===== src/rtl/otsu_pkg.sv =====
// Shared types, widths and constants for the Otsu threshold block.
// Used by every module under rtl but otsu_ram; has no dependencies of its own.
package otsu_pkg;

    localparam int MAX_PIXELS_LOG2 = 22;
    localparam int GRAY_LEVELS     = 256;
    localparam int GRAY_W          = 8;
    localparam int CNT_W           = MAX_PIXELS_LOG2 + 1;
    localparam int SUM_W           = CNT_W + GRAY_W;
    localparam int A_W             = SUM_W + CNT_W;
    localparam int NUM_W           = 2 * A_W;
    localparam int DEN_W           = 2 * CNT_W;
    localparam int CMP_W           = NUM_W + DEN_W;
    localparam int MA_W            = NUM_W;
    localparam int MB_W            = A_W;
    localparam int P_W             = MA_W + MB_W;
    localparam int FIFO_DEPTH      = 4;

    localparam logic [CNT_W-1:0] PIX_LIMIT = CNT_W'(1) << MAX_PIXELS_LOG2;
    localparam logic [GRAY_W-1:0] LAST_LEVEL = GRAY_W'(GRAY_LEVELS - 1);

    // luminance weights and the reciprocal of three (exact below 2^16)
    localparam logic [7:0]  W_BLUE   = 8'd28;
    localparam logic [7:0]  W_GREEN  = 8'd151;
    localparam logic [7:0]  W_RED    = 8'd77;
    localparam logic [15:0] RECIP3   = 16'd43691;
    localparam int          RECIP3_SH = 17;

    typedef enum logic [1:0] {
        MODE_GREEN = 2'd0,
        MODE_LUMA  = 2'd1,
        MODE_AVG   = 2'd2,
        MODE_ZERO  = 2'd3
    } gray_mode_t;

    typedef struct packed {
        logic [GRAY_W-1:0] gray;
        logic              last;
    } item_t;

    typedef struct packed {
        logic            start;
        logic [MA_W-1:0] a;
        logic [MB_W-1:0] b;
    } mul_req_t;

    typedef struct packed {
        logic           done;
        logic [P_W-1:0] prod;
    } mul_rsp_t;

    typedef enum logic [3:0] {
        BK_CLEAR,
        BK_IDLE,
        BK_PX_WR,
        BK_SW_INIT,
        BK_SW_RD,
        BK_SW_H,
        BK_MUL_START,
        BK_MUL_WAIT,
        BK_NEXT,
        BK_DONE
    } back_state_t;

    typedef enum logic [2:0] {
        OP_A,
        OP_B,
        OP_N,
        OP_D,
        OP_L,
        OP_R
    } mul_op_t;

endpackage


===== src/rtl/otsu_fifo.sv =====
// Short queue of classified pixels between front and back ends.
// Depends on otsu_pkg.
module otsu_fifo (
    input  logic            clk,
    input  logic            rst_n,
    input  logic            push,
    input  otsu_pkg::item_t din,
    output logic            full,
    input  logic            pop,
    output otsu_pkg::item_t dout,
    output logic            empty
);

    localparam int PTR_W = $clog2(otsu_pkg::FIFO_DEPTH);

    otsu_pkg::item_t  slot_reg [otsu_pkg::FIFO_DEPTH];
    logic [PTR_W-1:0] wptr_reg, rptr_reg;
    logic [PTR_W:0]   cnt_reg;

    assign full  = (cnt_reg == (PTR_W+1)'(otsu_pkg::FIFO_DEPTH));
    assign empty = (cnt_reg == '0);
    assign dout  = slot_reg[rptr_reg];

    always_ff @(posedge clk or negedge rst_n)
    begin
        if (!rst_n)
        begin
            wptr_reg <= '0;
            rptr_reg <= '0;
            cnt_reg  <= '0;
        end
        else
        begin
            if (push)
            begin
                wptr_reg <= wptr_reg + 1'b1;
            end
            if (pop)
            begin
                rptr_reg <= rptr_reg + 1'b1;
            end
            if (push && !pop)
            begin
                cnt_reg <= cnt_reg + 1'b1;
            end
            else if (pop && !push)
            begin
                cnt_reg <= cnt_reg - 1'b1;
            end
        end
    end

    always_ff @(posedge clk)
    begin
        if (push)
        begin
            slot_reg[wptr_reg] <= din;
        end
    end

endmodule


===== config.mk =====
export PLATFORM = sky130hd
export DESIGN_NAME = otsu_fifo
export DESIGN_NICKNAME = d
export VERILOG_FILES = /design/src/rtl/otsu_pkg.sv /design/src/rtl/otsu_fifo.sv
export SDC_FILE = /design/constraint.sdc
export NUM_CORES = 1
export LEC_CHECK = 0
export CELL_PAD_IN_SITES_DETAIL_PLACEMENT = 1
export CELL_PAD_IN_SITES_GLOBAL_PLACEMENT = 1
export CORE_MARGIN = 4
export CORE_UTILIZATION = 47
export CTS_CLUSTER_DIAMETER = 80
export DETAILED_ROUTE_END_ITERATION = 8
export DONT_BUFFER_PORTS = 1
export GPL_ROUTABILITY_DRIVEN = 0
export GPL_TIMING_DRIVEN = 0
export PLACE_DENSITY = 0.71
export SYNTH_ARGS = -nofsm -noshare
export SYNTH_HDL_FRONTEND = slang
export SYNTH_SLANG_ARGS = --single-unit

===== constraint.sdc =====
create_clock -name clk -period 1.4 [get_ports clk]
set_clock_uncertainty 0.1 [all_clocks]
set_input_delay 0.07 -clock clk [delete_from_list [all_inputs] [get_ports clk]]
set_output_delay 0.07 -clock clk [all_outputs]
set_load 0.01 [all_outputs]

Word level (Yosys, flattened, before mapping)
Memories as Yosys holds them, arrays and structs flattened.
Index checks and enable logic that the tools add are counted.
Widths: inputs -> output; s select.
{ "word_totals": {"regBits": 7, "word_cells": 19, "out_inout_bits": 11, "input_bits": 13, "ramBits": 36, "memories": 1} }
{ "op_classes": {"eq_ne": 1, "reduce_logical": 6, "n_mux": 4, "addsub": 4} }
{ "mem_list": {"columns": ["name", "words", "width", "read_ports", "rd_ports_with_merged_regs", "write_ports", "line_no", "rtl"], "rows": [
  ["slot_reg", 4, 9, 1, 0, 1, "otsu_fifo.sv:16", "otsu_pkg::item_t slot_reg [otsu_pkg::FIFO_DEPTH];"]
]} }
{ "op_table": {"columns": ["op", "n"], "rows": [
  ["$mux 3", 2],
  ["$add 2x1->2 const B", 2],
  ["$add 3x1->3 const B", 1],
  ["$eq 3x3->1 const B", 1],
  ["$logic_not 3->1", 1],
  ["$sub 3x1->3 const B", 1],
  ["$logic_and 1x1->1", 2],
  ["$logic_not 1->1", 2],
  ["$mux 1", 2],
  ["$reduce_bool 2->1", 1]
]} }

Logic depth before layout (Yosys ltp)
{ "depth": {"depth_word": 4, "depth_mapped": 7, "mapped_depth_nobuf": 7} }

Worst setup path after synthesis
OpenSTA, ideal clock, no wires.
{ "synth_timing": {"path_type": "reg2reg", "from": "register cnt_reg[0]", "to": "register cnt_reg[2]", "setup_ps": 79, "n_path_buf": 0, "required_time_ps": 1221, "t_arrival_ps": 1237, "synth_period_minus_slack_ps": 1416, "path_stages_with_launch": 5, "path_slack_ps": -16, "path_cell_list": "dfrtp_1 > fa_1 > xor2_1 > nor2_1 > xor2_1"} }
{ "synth_between": {"elab_chain_cells": 3, "elab_cells_between_ends": 4, "classes_between": "add/sub: 2; mux: 2"} }
{ "synth_lines": {"columns": ["item", "line_no", "rtl"], "rows": [
  ["from (decl)", "otsu_fifo.sv:18", "logic [PTR_W:0] cnt_reg;"],
  ["from (signal assigned)", "otsu_fifo.sv:44", "cnt_reg <= cnt_reg + 1'b1;"],
  ["from (signal assigned)", "otsu_fifo.sv:48", "cnt_reg <= cnt_reg - 1'b1;"],
  ["$sub 3x1->3", "otsu_fifo.sv:48", null],
  ["$mux 3", "otsu_fifo.sv:46", "else if (pop && !push)"],
  ["$mux 3 (*)", "otsu_fifo.sv:42", "if (push && !pop)"]
]} }
Mark *: on every way between the ends. The rest lies on a longest branch, timed or not. The select of a mux whose other input is x is not followed.
A chain may end at the register's enable or synchronous reset.

Worst setup path after layout
{ "layout_timing": {"from": "input port push", "to": "register cnt_reg[2]"} }
{ "layout_between": {"elab_chain_cells": 3, "elab_cells_between_ends": 5, "classes_between": "mux: 1; reduce/logical: 4"} }
{ "layout_lines": {"columns": ["item", "line_no", "rtl"], "rows": [
  ["from (decl)", "otsu_fifo.sv:6", "input logic push,"],
  ["$logic_not 1->1", "otsu_fifo.sv:46", null],
  ["$logic_and 1x1->1", "otsu_fifo.sv:46", null],
  ["$reduce_bool 2->1 (no line)", null, null]
]} }
Parallel ways exist; a longest one is shown, timed or not.

==> flow_summary.json <==
{
  "drc": 0,
  "cts_buffers": 5,
  "clockBufferDepth": 2,
  "max_cap_violations": 0,
  "irDropWorstVdd_mv": 0.833,
  "drt-initial-drc-count": 64,
  "fin_crit_sh_pct": 118,
  "syn_area_sq_um": 1690,
  "grt_max_degree": 14,
  "vias": 812,
  "clockRootBuffer": "clkbuf_4",
  "antenna_found_initial": 0,
  "pre_cts_ws_ns": -0.191,
  "leakage_uw": 0.000715,
  "hold_violations": 0,
  "yosys_warnings": 0,
  "seq_area_frac_synth_pct": 74.2,
  "initial_utilization_pct": 49.6,
  "worst_pin_slew_ns": 0.348,
  "fin_ws_ns": -0.248,
  "ios": 24,
  "fillers": 311,
  "coreArea_sq_um": 3420,
  "syn_nets": 100,
  "avgSynthCellArea_sq_um": 20.9,
  "relSlewSlack_pct": 76.6,
  "die_x_um": 68.0,
  "cp_max_fo": 6,
  "grt_pass1_wl_mm": 4.46,
  "h-tree-depth": 2,
  "p_per_area_nw_per_um2": 1820,
  "viasPerCell": 5.27,
  "fp.dieH_um": 68.0,
  "worstSetupPathType": "in -> reg",
  "rrSetupSlack_ns": -0.02,
  "arrival_ns": 1.82,
  "hold_path_class": "in -> reg",
  "async_flop_share_pct": 16.3,
  "synth_ff_type": "edfxtp_1",
  "diodes": 0,
  "finalCriticalPeriod_ns": 1.65,
  "hold-worst-slack_ns": 0.0702,
  "cp.required_ns": 1.57,
  "final_common_cell": "edfxtp_1",
  "violations": "setup timing",
  "die_area_sq_um": 4630,
  "wirelength_mm": 2.89,
  "syn_inst": 81,
  "drive_above_1_share_pct": 27.8,
  "finalSetupTns_ns": -2.44,
  "cts.sinks": 43,
  "grt-ovfl-total": 0,
  "setup_viol": 11,
  "status": "complete, but fails checks",
  "endpoint_kind": "flop",
  "clkLatencyLatePin_ns": 0.34,
  "max_stage_delay_ns": 0.66,
  "cpMaxStageDelayCell": "dlygate4sd3_1",
  "synthDistinctLibCells": 18,
  "track_usage_pct": 14.2,
  "layout_common_cells": "edfxtp_1, dlygate4sd3_1, mux4_2",
  "path_clk_slew_ns": 0.12,
  "drtPass1Iterations": 2,
  "fmax_mhz": 607,
  "first_global_vias": 860,
  "rsz0062_at_grt": "true",
  "ant_nets": 0,
  "drv_slew": 0,
  "synth_seq_cells": 43,
  "start_kind": "primary input",
  "place_hpwl_mm": 1.89,
  "largest_register_ff_count": 36,
  "area_growth_pct": 18.6,
  "worstPathCellList": "dlygate4sd3_1 > ha_2 > inv_1 > fa_2 > xor2_1 > nor2_1 > xor2_1",
  "portBuffers": 0,
  "cts_tree": "built",
  "synth_edf_count": 36,
  "fp-row-count": 21,
  "nNetsFinal": 126,
  "wl_per_cell_um": 18.8,
  "cpMostUsedCell": "xor2_1"
}
-- synth_stat cells, types with 2 or more instances --
library cell  number  share of area (%)
xor2_1             4                2.1
inv_1              4               0.89
edfxtp_1          36                 64
and2_1             4                1.5
xnor2_1            2                1.0
mux4_2             8                 11
dfrtp_1            7                 10
nand2_1            2               0.44
ha_1               5                3.7
-- final cells by class --
type                       count  area [sq um]  area share (%)
timing repair buffer          19           183            9.09
inverter                       4          15.0           0.747
clock buffer                   5          37.5            1.87
tap                           46          57.6            2.86
multi-input combinational     32           422            21.0
buffer                         2          22.5            1.12
clock inverter                 3          15.0           0.747
sequential                    43          1260            62.6
-- worst max-delay path, delay by kind of cell --
kind | cells | cell delay, ns
buffers and inverters | 2 | 0.72
adders and majority gates | 2 | 0.61
xor gates and xnor gates | 2 | 0.31
and+or+nand+nor | 1 | 0.12
-- layer usage --
metal  wire (um)  global-route usage, %  up-vias
li1            -                      -      362
met1        1130                   16.5      427
met2        1590                   24.2       19
met3         146                   5.91        4
met4          21                   3.72        0
met5           0                      0        -
-- cells by family (layout without fill, tap and decap cells) --
family | after synthesis | in the layout | share of synthesized area [%]
fa+ha+maj | 6 | 6 | 4.87
compound gates | 1 | 1 | 0.295
xor+xnor | 6 | 6 | 3.10
flops | 43 | 43 | 74.2
mux | 10 | 10 | 12.9
simple gates | 9 | 9 | 2.88
buf+inv | 6 | 33 | 1.85
-- power breakdown --
group / leakage (uW) / internal (uW) / switching, uW / total [uW]
Clock: 0.0000263 / 184 / 362 / 546
Combinational: 0.000277 / 632 / 613 / 1240
Sequential: 0.000412 / 1710 / 151 / 1860
-- worst paths after layout --
| path | start | to | cells after the start |
|---|---|---|---|
| max | push | cnt_reg[2] | 7 |
| min | push | slot_reg[3][0] | 1 |
| max reg2reg | cnt_reg[1] | cnt_reg[2] | 4 |
| min reg2reg | cnt_reg[2] | cnt_reg[2] | 1 |
| max in group asynchronous | rst_n | cnt_reg[1] | 2 |
| min in group asynchronous | rst_n | wptr_reg[1] | 2 |
-- per-stage QoR --
| step | std cells | cell area (sq um) | power (uW) | utilization, % |
|---|---|---|---|---|
| after floorplan | 81 | 1700 | 2690 | - |
| after global placement | 127 | 1750 | 2880 | 51.4 |
| after detailed placement | 127 | 1750 | 2940 | 51.4 |
| after CTS | 151 | 1970 | 3660 | 57.7 |
| after global routing | 154 | 2010 | 3900 | 58.8 |
| final | 154 | 2010 | 3650 | 58.8 |
-- what timing repair did --
action	4_1_cts	5_1_grt
hold buffers	13	2
buffers inserted	3	1
pin swaps	4	2
hold endpoints to repair	76	31
setup endpoints to repair	47	12
gates resized for setup	10	4
No activity file was read; power rests on OpenSTA's default activity.
