==> src/rtl/otsu_pkg.sv <==
// Shared types, widths and constants for the Otsu threshold block.
// Used by every module under rtl but otsu_ram; has no dependencies of its own.
package otsu_pkg;

    localparam int MAX_PIXELS_LOG2 = 22;
    localparam int GRAY_LEVELS     = 256;
    localparam int GRAY_W          = 8;
    localparam int CNT_W           = MAX_PIXELS_LOG2 + 1;
    localparam int SUM_W           = CNT_W + GRAY_W;
    localparam int A_W             = SUM_W + CNT_W;
    localparam int NUM_W           = 2 * A_W;
    localparam int DEN_W           = 2 * CNT_W;
    localparam int CMP_W           = NUM_W + DEN_W;
    localparam int MA_W            = NUM_W;
    localparam int MB_W            = A_W;
    localparam int P_W             = MA_W + MB_W;
    localparam int FIFO_DEPTH      = 4;

    localparam logic [CNT_W-1:0] PIX_LIMIT = CNT_W'(1) << MAX_PIXELS_LOG2;
    localparam logic [GRAY_W-1:0] LAST_LEVEL = GRAY_W'(GRAY_LEVELS - 1);

    // luminance weights and the reciprocal of three (exact below 2^16)
    localparam logic [7:0]  W_BLUE   = 8'd28;
    localparam logic [7:0]  W_GREEN  = 8'd151;
    localparam logic [7:0]  W_RED    = 8'd77;
    localparam logic [15:0] RECIP3   = 16'd43691;
    localparam int          RECIP3_SH = 17;

    typedef enum logic [1:0] {
        MODE_GREEN = 2'd0,
        MODE_LUMA  = 2'd1,
        MODE_AVG   = 2'd2,
        MODE_ZERO  = 2'd3
    } gray_mode_t;

    typedef struct packed {
        logic [GRAY_W-1:0] gray;
        logic              last;
    } item_t;

    typedef struct packed {
        logic            start;
        logic [MA_W-1:0] a;
        logic [MB_W-1:0] b;
    } mul_req_t;

    typedef struct packed {
        logic           done;
        logic [P_W-1:0] prod;
    } mul_rsp_t;

    typedef enum logic [3:0] {
        BK_CLEAR,
        BK_IDLE,
        BK_PX_WR,
        BK_SW_INIT,
        BK_SW_RD,
        BK_SW_H,
        BK_MUL_START,
        BK_MUL_WAIT,
        BK_NEXT,
        BK_DONE
    } back_state_t;

    typedef enum logic [2:0] {
        OP_A,
        OP_B,
        OP_N,
        OP_D,
        OP_L,
        OP_R
    } mul_op_t;

endpackage

==> src/rtl/otsu_front.sv <==
// Front end: takes pixel beats, holds the gray mode register and
// converts each pixel to a gray level. Depends on otsu_pkg.
module otsu_front (
    input  logic                        clk,
    input  logic                        rst_n,
    input  logic                        in_valid,
    output logic                        in_stall,
    input  logic [7:0]                  blue,
    input  logic [7:0]                  green,
    input  logic [7:0]                  red,
    input  logic                        last_pixel,
    input  logic                        cfg_valid,
    output logic                        cfg_ready,
    input  logic [1:0]                  cfg_data,
    input  logic                        fifo_full,
    input  logic                        clearing,
    output logic                        push,
    output otsu_pkg::item_t             push_item
);

    otsu_pkg::gray_mode_t mode_reg;
    logic [15:0] luma;
    logic [9:0]  sum3;
    logic [25:0] avg_prod;
    logic [7:0]  gray;

    assign cfg_ready = 1'b1;

    always_ff @(posedge clk or negedge rst_n)
    begin
        if (!rst_n)
        begin
            mode_reg <= otsu_pkg::MODE_LUMA;
        end
        else if (cfg_valid)
        begin
            mode_reg <= otsu_pkg::gray_mode_t'(cfg_data);
        end
    end

    always_comb
    begin
        luma = 16'(blue * otsu_pkg::W_BLUE) + 16'(green * otsu_pkg::W_GREEN)
             + 16'(red * otsu_pkg::W_RED);
        sum3 = 10'(blue) + 10'(green) + 10'(red);
        avg_prod = 26'(sum3) * 26'(otsu_pkg::RECIP3);
        unique case (mode_reg)
            otsu_pkg::MODE_GREEN: gray = green;
            otsu_pkg::MODE_LUMA:  gray = luma[15:8];
            otsu_pkg::MODE_AVG:   gray = avg_prod[otsu_pkg::RECIP3_SH +: 8];
            otsu_pkg::MODE_ZERO:  gray = 8'd0;
            default:              gray = 8'd0;
        endcase
    end

    assign in_stall       = fifo_full | clearing;
    assign push           = in_valid & ~in_stall;
    assign push_item.gray = gray;
    assign push_item.last = last_pixel;

endmodule

==> config.mk <==
export PLATFORM = sky130hd
export DESIGN_NAME = otsu_front
export DESIGN_NICKNAME = d
export VERILOG_FILES = /design/src/rtl/otsu_pkg.sv /design/src/rtl/otsu_front.sv
export SDC_FILE = /design/constraint.sdc
export NUM_CORES = 1
export LEC_CHECK = 0
export BUFFER_PORTS_ARGS = -buffer_cell sky130_fd_sc_hd__buf_4
export CORE_MARGIN = 1.5
export CORE_UTILIZATION = 60
export CTS_BUF_LIST = sky130_fd_sc_hd__clkbuf_4 sky130_fd_sc_hd__clkbuf_8
export CTS_CLUSTER_SIZE = 20
export DETAILED_ROUTE_END_ITERATION = 12
export PLACE_DENSITY = 0.85
export SLEW_MARGIN = 20
export SYNTH_ARGS = -nofsm -noshare
export SYNTH_HDL_FRONTEND = slang
export SYNTH_SLANG_ARGS = --single-unit
export TNS_END_PERCENT = 30
==> constraint.sdc <==
create_clock -name clk -period 19 [get_ports clk]
set_clock_uncertainty 0.2 [all_clocks]
set_input_delay 2.85 -clock clk [delete_from_list [all_inputs] [get_ports clk]]
set_output_delay 2.85 -clock clk [all_outputs]
set_load 0.02 [all_outputs]
Word-level counts from Yosys, hierarchy flattened
Cells that the tools add are included.
- register bits after elaboration: 2
- latch bits: 0
- memory bits (writable): 0
- memory bits (read-only): 0
- bits of input ports: 33
- output and inout bits: 12
- logic and storage cells: 17
- memories kept: 0
- add/sub/neg operators: 4
- multipliers: 4
- divide/modulo/power cells: 0
- magnitude comparators: 0
- equal/unequal tests: 3
- shift-type cells: 0
- muxes and demuxes: 1
- bitwise logic cells: 3
- reductions and logical operators: 1
- operator list (kind ; number):
    $pmux 8 s4 ; 1
    $mul 10x16->25 const B ; 1
    $add 13x16->16 ; 1
    $add 16x15->16 ; 1
    $mul 8x8->16 const B ; 1
    $mul 8x7->15 const B ; 1
    $mul 8x3->11 const B ; 1
    $add 9x8->10 ; 1
    $add 8x8->9 ; 1
    $eq 2x2->1 const B ; 2
    $eq 2x1->1 const B ; 1
    $logic_not 2->1 ; 1
    $and 1x1->1 ; 1
    $not 1->1 ; 1
    $or 1x1->1 ; 1

Depth between registers and ports, before layout
Gate-level depths: netlist (run 1).
- word-level depth: 4
- depth in mapped cells: 27
- gate-level depth less buffers: 27

Least setup slack after synthesis (run 1)
OpenSTA, ideal clock, no wires.
- path kind: input to output
- start point: in blue[2]
- end point: out push_item[1] (netlist bit)
- arrival: 9.454 ns
- data required time: 15.950 ns
- slack: 6.496 ns
- cell stages on the path: 26
- buffers on the path: 0
- cells stage by stage: fa_1 > ha_1 > a21o_1 > a21oi_1 > o21bai_1 > a21oi_1 > o21ai_0 > xnor2_1 > inv_1 > ha_1 > inv_1 > fa_1 > fa_1 > inv_1 > fa_1 > inv_1 > fa_1 > inv_1 > ha_1 > and4_4 > and3_4 > a2111o_1 > a211oi_1 > nor2_1 > o21a_1 > o32ai_1
- RTL lines (item ; line ; RTL):
    start: declaration ; otsu_front.sv:8 ; input logic [7:0] blue,
    end: declaration ; otsu_front.sv:18 ; output otsu_pkg::item_t push_item

==> flow_summary_export.csv, run 1 <==
group,metric,value,unit
place,post-dp-hpwl,11.5,mm
sta,max_freq,77.0,MHz
sta,period_needed,12.99,ns
clock_network,ctsHoldBuffers,0,
cells_and_area,antenna_cells,0,
sta,drv_slew,0,
yosys,ys_types,50,
yosys,avgSynthCellArea,9.45,um2
routing,viasPerCell,5.62,
yosys,yosysMostFrequentCell,"inv_1",
die,die_area,10300,um2
cells_and_area,syn2layout_area_growth,8.48,%
place,gp_congestion,0.892,
global_route,grt-ovfl-total,0,
global_route,antenna_found_initial,0,
clock_network,cts_resized,0,
die,ios,45,
yosys,synth_area,5840,um2
setup_path,rr_startpoint,"mode_reg[1]$_DFFE_PN0P_",
clock_network,clk_latency,0.21,ns
run,maxCapViolCount,0,
routing,ant_nets,0,
hold_path,holdCritStartpoint,"mode_reg[0]$_DFFE_PN1P_",
cells_and_area,multiInputGateArea,5120,um2
yosys,synth.yosys.seq_area_share,0.878,%
setup_path,critPathCaptureType,"output port",
die,rows,35,
sta,worstMarginPinSlew,0.642,ns
clock_network,cts_setup_buffers,0,
setup_path,crit_path_start_kind,"input port",
cells_and_area,nets,939,
routing,wire_per_inst,16.3,um
yosys,synth-edff-count,0,
clock_network,clock_sink_count,2,
yosys,syn-num-nets,897,
die,start_util,62.6,%
cells_and_area,largest_reg_flops,2,
die,core-area,9330,um2
yosys,synth_cells,618,
clock_network,cts-htree-levels,1,
sta,setup-tns-final,0,ns
place,dp_cells,784,
yosys,yosys_register_bits,2,
clock_network,cts_root_buf,"clkbuf_8",
cells_and_area,seqCellArea,51.3,um2
cells_and_area,final_cells,788,
sta,period_share,68.3,%
setup_path,required,15.95,ns
cells_and_area,nFillCells,684,
yosys,yosys-top-cells-area,"fa_1, ha_1, inv_1",
yosys,yosysTopAreaCell,"fa_1",
cells_and_area,layout-drive-gt1-share,8.19,%
sta,rsz0062_at_grt,"false",
routing,vias,4429,
sta,maxSlewHeadroom,57.0,%
setup_path,path_max_fanout,4,
place,port_buffers,41,
setup_path,r2r_slack,17.87,ns
clock_network,clock_path_buffers,2,
sta,hold_slack,0.518,ns
hold_path,hp-class,"reg -> reg",
die,fp.dieW,102,um
hold_path,worst_hold_path.endpoint,"mode_reg[0]$_DFFE_PN1P_",
yosys,synthArstFlopShare,100,%
global_route,grt_pass1_wl,22.4,mm
sta,finalHoldViolations,0,
setup_path,ff2ff_path_depth,1,
routing,drc,0,
routing,dr.first_iter.drc_count,139,
setup_path,path_class,"in -> out",
global_route,grtUsageTotal,27.3,%
run_status,status,"completed",
yosys,yosysWarnings,0,
setup_path,cp-startpoint,"blue[2]",
clock_network,cts_tree,"yes",
routing,drt-total-wl,12.8,mm
global_route,grt_pass1_vias,4995,
yosys,yosysTopAreaCellShare,34.6,%
yosys,synth_commonest_cells,"inv_1, ha_1, fa_1, a21oi_1, o21ai_0",
clock_network,cts_inserted_buffers,3,
setup_path,cp.arrival,9.94,ns
setup_path,r2r-end,"mode_reg[1]$_DFFE_PN0P_",
sta,setup_viol,0,
routing,first_pass_iters,5,
global_route,grt_max_degree,12,
setup_path,crit_slowest_cell,"fa_1",
yosys,ys.flop_type,"dfstp_2",
die,die_height,102,um
clock_network,clk_pin_slew,0.03,ns
hold_path,holdPathStages,1,
setup_path,critical-path-max-stage-delay,0.54,ns
cells_and_area,final_util,68.0,%
critical path, delay by kind of cell:
family | cells | cell delay, ns
adder cells (fa/ha/maj) | 8 | 3.46
buffers and inverters | 7 | 0.69
XOR/XNOR | 1 | 0.40
AND/OR/NAND/NOR | 3 | 0.46
AO/OA/AOI/OAI | 9 | 2.05
worst max path at each step:
stage                               to  slack [ns]  cells after the start
after global routing      push_item[6]        5.65                     28
after global placement    push_item[7]        6.29                     28
final                     push_item[1]        6.01                     28
after detailed placement  push_item[1]        6.06                     28
after CTS                 push_item[1]        6.04                     28
after floorplan           push_item[1]        6.50                     26
area by class of cell:
class / instances / share of cell area (%)
clock buffers: 4 / 0.770
inverters: 173 / 10.2
multi-input cells: 439 / 80.8
flip-flops and latches: 2 / 0.809
well taps: 129 / 2.55
repair buffers: 41 / 4.86
cell families after synthesis:
family,after synthesis,share of synthesized area (%)
fa+ha+maj,246,65.7
buf+inv,177,11.5
compound gates,94,10.6
simple gates,66,6.30
xor+xnor,23,3.45
mux,9,1.58
flops,2,0.878
other cells,1,0.0642
stage by stage:
step | cell area [um2] | worst slack, ns
after CTS | 6340 | 6.04
after detailed placement | 6290 | 6.06
after global placement | 6290 | 6.29
after floorplan | 5840 | 6.50
final | 6340 | 6.01
after global routing | 6340 | 5.65
metal layers:
layer  vias to the layer above  wire length (um)  track usage, %
li1                       2082                 -               -
met5                         -                 0               0
met3                        28               401            1.31
met2                        99              7080            53.5
met1                      2220              5100            32.7
met4                         0               221            6.41
cell usage in the layout, fill, tap and decap left out, drive strengths merged, types with 10 or more instances in the layout:
cell / count
ha: 145
inv: 173
buf: 41
nand2: 11
fa: 101
a21o: 13
nor2: 10
o21ai: 19
a21oi: 25
xnor2: 16
Power of run 1 is not shown: default switching activity piles up to over one toggle a cycle in this logic, so the estimate is an artifact.
==> inputs of run 2 (changes only) <==
CORE_UTILIZATION = 58   (was 60)
clock period = 10.7 ns   (was 19 ns; I/O delays follow)
==> flow_summary_export.csv, run 2 (synthesized netlist as in run 1, its figures left out) <==
group,metric,value,unit
run_status,status,"completed",
clock_network,cts_setup_buffers,0,
sta,period_share,96.4,%
setup_path,critical_path.top_delay_family,"adder cells",
die,rows,36,
clock_network,cts_inserted_buffers,3,
routing,drt-total-wl,12.5,mm
sta,maxSlewHeadroom,57.9,%
sta,setup_slack,0.381,ns
sta,rsz0062_at_grt,"false",
die,start_util,59.8,%
clock_network,cts_resized,0,
die,core-area,9770,um2
setup_path,crit_path_start_kind,"input port",
global_route,grtUsageTotal,26.1,%
cells_and_area,final_common_cell,"inv_1",
die,die_area,10700,um2
sta,period_needed,10.32,ns
sta,worstMarginPinSlew,0.628,ns
setup_path,path_class,"in -> out",
die,ios,45,
sta,setup-tns-final,0,ns
sta,drv_slew,0,
clock_network,clk_latency,0.21,ns
cells_and_area,largest_reg_flops,2,
place,post-dp-hpwl,11.4,mm
clock_network,clock_sink_count,2,
clock_network,clk_pin_slew,0.02,ns
routing,dr.first_iter.drc_count,146,
place,gp_congestion,0.886,
hold_path,hp-class,"reg -> reg",
cells_and_area,layout-drive-gt1-share,8.33,%
clock_network,cts-htree-levels,1,
cells_and_area,syn2layout_area_growth,8.69,%
cells_and_area,fin_area,6350,um2
routing,drc,0,
global_route,grt_pass1_wl,21.9,mm
setup_path,path_depth,27,
setup_path,critPathCaptureType,"output port",
setup_path,cp.arrival,8.51,ns
setup_path,crit_buf_inv,7,
clock_network,cts_tree,"yes",
cells_and_area,antenna_cells,0,
global_route,grt_max_degree,12,
setup_path,path_common_cell,"fa_1",
global_route,grt_pass1_vias,4888,
clock_network,ctsHoldBuffers,0,
routing,wire_per_inst,15.8,um
routing,first_pass_iters,4,
cells_and_area,final_cell_mix,"inv_1, ha_1, fa_1",
routing,viasPerCell,5.61,
global_route,grt-ovfl-total,0,
die,fp.dieW,103,um
setup_path,crit_slowest_cell,"fa_1",
global_route,antenna_found_initial,0,
place,dpl-instance-area,6300,um2
routing,vias,4445,
place,pre_cts_ws,0.403,ns
sta,setup_viol,0,
setup_path,critical-path-max-stage-delay,0.52,ns
clock_network,clock_path_buffers,2,
cells_and_area,nets,940,
setup_path,ff2ff_path_depth,1,
setup_path,required,8.90,ns
sta,max_freq,96.9,MHz
run,maxCapViolCount,0,
hold_path,holdPathStages,1,
clock_network,cts_root_buf,"clkbuf_8",
setup_path,path_max_fanout,7,
routing,ant_nets,0,
die,die_height,103,um
place,port_buffers,41,
sta,finalHoldViolations,0,
-- run 2: worst paths after layout --
kind	startpoint	to	slack (ns)
worst min register to register	mode_reg[0]$_DFFE_PN1P_	mode_reg[0]$_DFFE_PN1P_	0.53
max in group asynchronous	rst_n	mode_reg[0]$_DFFE_PN1P_	9.14
worst min-delay path	mode_reg[0]$_DFFE_PN1P_	mode_reg[0]$_DFFE_PN1P_	0.53
worst max register to register	mode_reg[1]$_DFFE_PN0P_	mode_reg[1]$_DFFE_PN0P_	9.57
min in group asynchronous	rst_n	mode_reg[1]$_DFFE_PN0P_	0.96
worst max-delay path	green[1]	push_item[1]	0.38
-- run 2: area by class of cell --
cell class              instances  area (um2)
multi-input cells             439        5120
fillers                       751        3420
inverters                     173         649
repair buffers                 42         315
well taps                     133         166
flip-flops and latches          2        51.3
clock buffers                   4        48.8
-- run 2: metal layers --
layer  vias up  part of all wire, %  track usage, %
met2       124                   53            49.1
met3        40                  3.9            2.22
met1      2198                   39            31.6
li1       2083                    -               -
met4         0                  3.7            8.32
met5         -                    0               0
-- run 2: metrics by stage --
step | hold slack, ns | utilization [%] | instances
2_1_floorplan | 0.582 | - | 618
3_3_place_gp | 0.512 | 64.5 | 789
3_5_place_dp | 0.523 | 64.5 | 789
4_1_cts | 0.527 | 65.0 | 793
5_1_grt | 0.547 | 65.0 | 793
6_report | 0.526 | 65.0 | 793
Power of run 2 is left out for the same reason.
==> inputs of run 3 (changes only) <==
==> constraint.sdc (replaced) <==
create_clock -name clk -period 10.7 [get_ports clk]
set_clock_uncertainty 0.2 [all_clocks]
set_input_delay 2.14 -clock clk [delete_from_list [all_inputs] [get_ports clk]]
set_output_delay 2.14 -clock clk [all_outputs]
set_load 0.02 [all_outputs]
==> flow_summary_export.csv, run 3 (synthesized netlist as in run 1, its figures left out) <==
group,metric,value,unit
run_status,status,"complete, but fails checks",
run_status,failed_checks,"setup timing",
clock_network,cts_root_buf,"clkbuf_8",
sta,max_freq,91.5,MHz
clock_network,cts-htree-levels,1,
sta,worstMarginPinSlew,0.641,ns
run,maxCapViolCount,0,
routing,viasPerCell,5.65,
clock_network,clock_path_buffers,2,
sta,period_needed,10.93,ns
routing,dr.first_iter.drc_count,170,
global_route,grt_pass1_wl,24.7,mm
cells_and_area,syn2layout_area_growth,20.3,%
sta,drv_slew,0,
hold_path,worst_hold_path.endpoint,"mode_reg[0]$_DFFE_PN1P_",
cells_and_area,final_common_cell,"inv_1",
cells_and_area,nFillCells,625,
hold_path,holdCritStartpoint,"mode_reg[0]$_DFFE_PN1P_",
setup_path,critPathCaptureType,"output port",
routing,dr_wl_met2,8.48,mm
setup_path,cp.arrival,8.59,ns
clock_network,clk_latency,0.21,ns
hold_path,hp-class,"reg -> reg",
hold_path,holdPathStages,1,
routing,dr.max_layer_used,"met4",
clock_network,clock_sink_count,2,
setup_path,crit_path_start_kind,"input port",
sta,rsz0062_at_grt,"true",
die,die_area,10700,um2
routing,drc,0,
die,fp.dieW,103,um
setup_path,r2r_slack,9.55,ns
place,post-dp-hpwl,12.9,mm
cells_and_area,antenna_cells,0,
routing,drt-total-wl,15.6,mm
sta,finalHoldViolations,0,
cells_and_area,nets,1001,
setup_path,r2r-end,"mode_reg[1]$_DFFE_PN0P_",
setup_path,path_max_fanout,4,
routing,ant_nets,0,
sta,setup_slack,-0.231,ns
setup_path,critical-path-max-stage-delay,0.58,ns
die,ios,45,
setup_path,crit_slowest_cell,"fa_2",
setup_path,critical_path.top_delay_family,"adder cells",
setup_path,rr_startpoint,"mode_reg[1]$_DFFE_PN0P_",
place,port_buffers,41,
setup_path,path_class,"in -> out",
global_route,grt-ovfl-total,0,
clock_network,cts_inserted_buffers,3,
routing,routed-wl-met3,542,um
clock_network,clk_pin_slew,0.03,ns
die,rows,36,
die,core-area,9770,um2
sta,maxSlewHeadroom,57.0,%
routing,wirelength_met1,5.71,mm
die,start_util,59.8,%
place,pre_cts_ws,-0.663,ns
cells_and_area,final_cell_mix,"inv_1, ha_1, fa_1",
setup_path,required,8.36,ns
routing,first_pass_iters,4,
cells_and_area,fin_area,7030,um2
cells_and_area,layout-drive-gt1-share,21.2,%
die,die_height,103,um
place,gp_congestion,0.917,
global_route,grtUsageTotal,30.0,%
sta,setup_viol,7,
routing,vias,4827,
global_route,grt_max_degree,12,
global_route,antenna_found_initial,0,
global_route,grt_pass1_vias,5596,
clock_network,cts_tree,"yes",
sta,period_share,102,%
cells_and_area,final_util,71.9,%
setup_path,crit_buf_inv,9,
place,dpl-instance-area,6700,um2
setup_path,ff2ff_path_depth,1,
routing,wire_per_inst,18.3,um
cells_and_area,largest_reg_flops,2,
## run 3: cell count changes in the layout (fill, tap and decap cells not counted), moves of 3 or more
cell      change
buf_4        +54
inv_1        -10
inv_2        +10
ha_1          -7
o21ai_0       -6
buf_6         +5
ha_4          +5
o21ai_1       +4
a211oi_1      -3
a21oi_1       -3
a21oi_2       +3
fa_1          -3
fa_2          +3
## run 3: stage by stage
| stage | instances | setup TNS, ns | hold slack (ns) |
|---|---|---|---|
| 6_report | 854 | -0.884 | 0.514 |
| 5_1_grt | 854 | -2.51 | 0.530 |
| 4_1_cts | 850 | -0.535 | 0.514 |
| 3_5_place_dp | 839 | -3.95 | 0.510 |
| 3_3_place_gp | 839 | -1.42 | 0.508 |
| 2_1_floorplan | 618 | -0.598 | 0.637 |
## run 3: worst max-delay path by stage
stage | cells after the start | startpoint | to | slack [ns]
after detailed placement | 28 | blue[2] | push_item[7] | -0.66
after CTS | 29 | red[1] | push_item[7] | -0.15
after global placement | 28 | blue[2] | push_item[7] | -0.31
after floorplan | 26 | blue[2] | push_item[1] | -0.16
final | 28 | red[1] | push_item[7] | -0.23
after global routing | 28 | red[1] | push_item[7] | -0.41
## run 3: area by class of cell
type	count	area, um2	area share (%)
Timing Repair Buffer	103	812	11.6
Sequential cell	2	51.3	0.730
Clock buffer	4	48.8	0.694
Multi-Input combinational cell	439	5300	75.4
Tap cell	133	166	2.37
Inverter	173	649	9.24
## run 3: per-layer routing
metal,vias to the layer above,global-route usage (%)
li1,2205,-
met1,2380,31.0
met2,163,59.6
met3,79,3.63
met4,0,13.6
met5,-,0
## run 3: repair_timing
item,4_1_cts,5_1_grt
pin swaps,30,22
hold buffers,0,0
endpoints found under the setup margin,8,8
resized for setup,28,24
setup buffers,7,4
Power of run 3 is left out for the same reason.
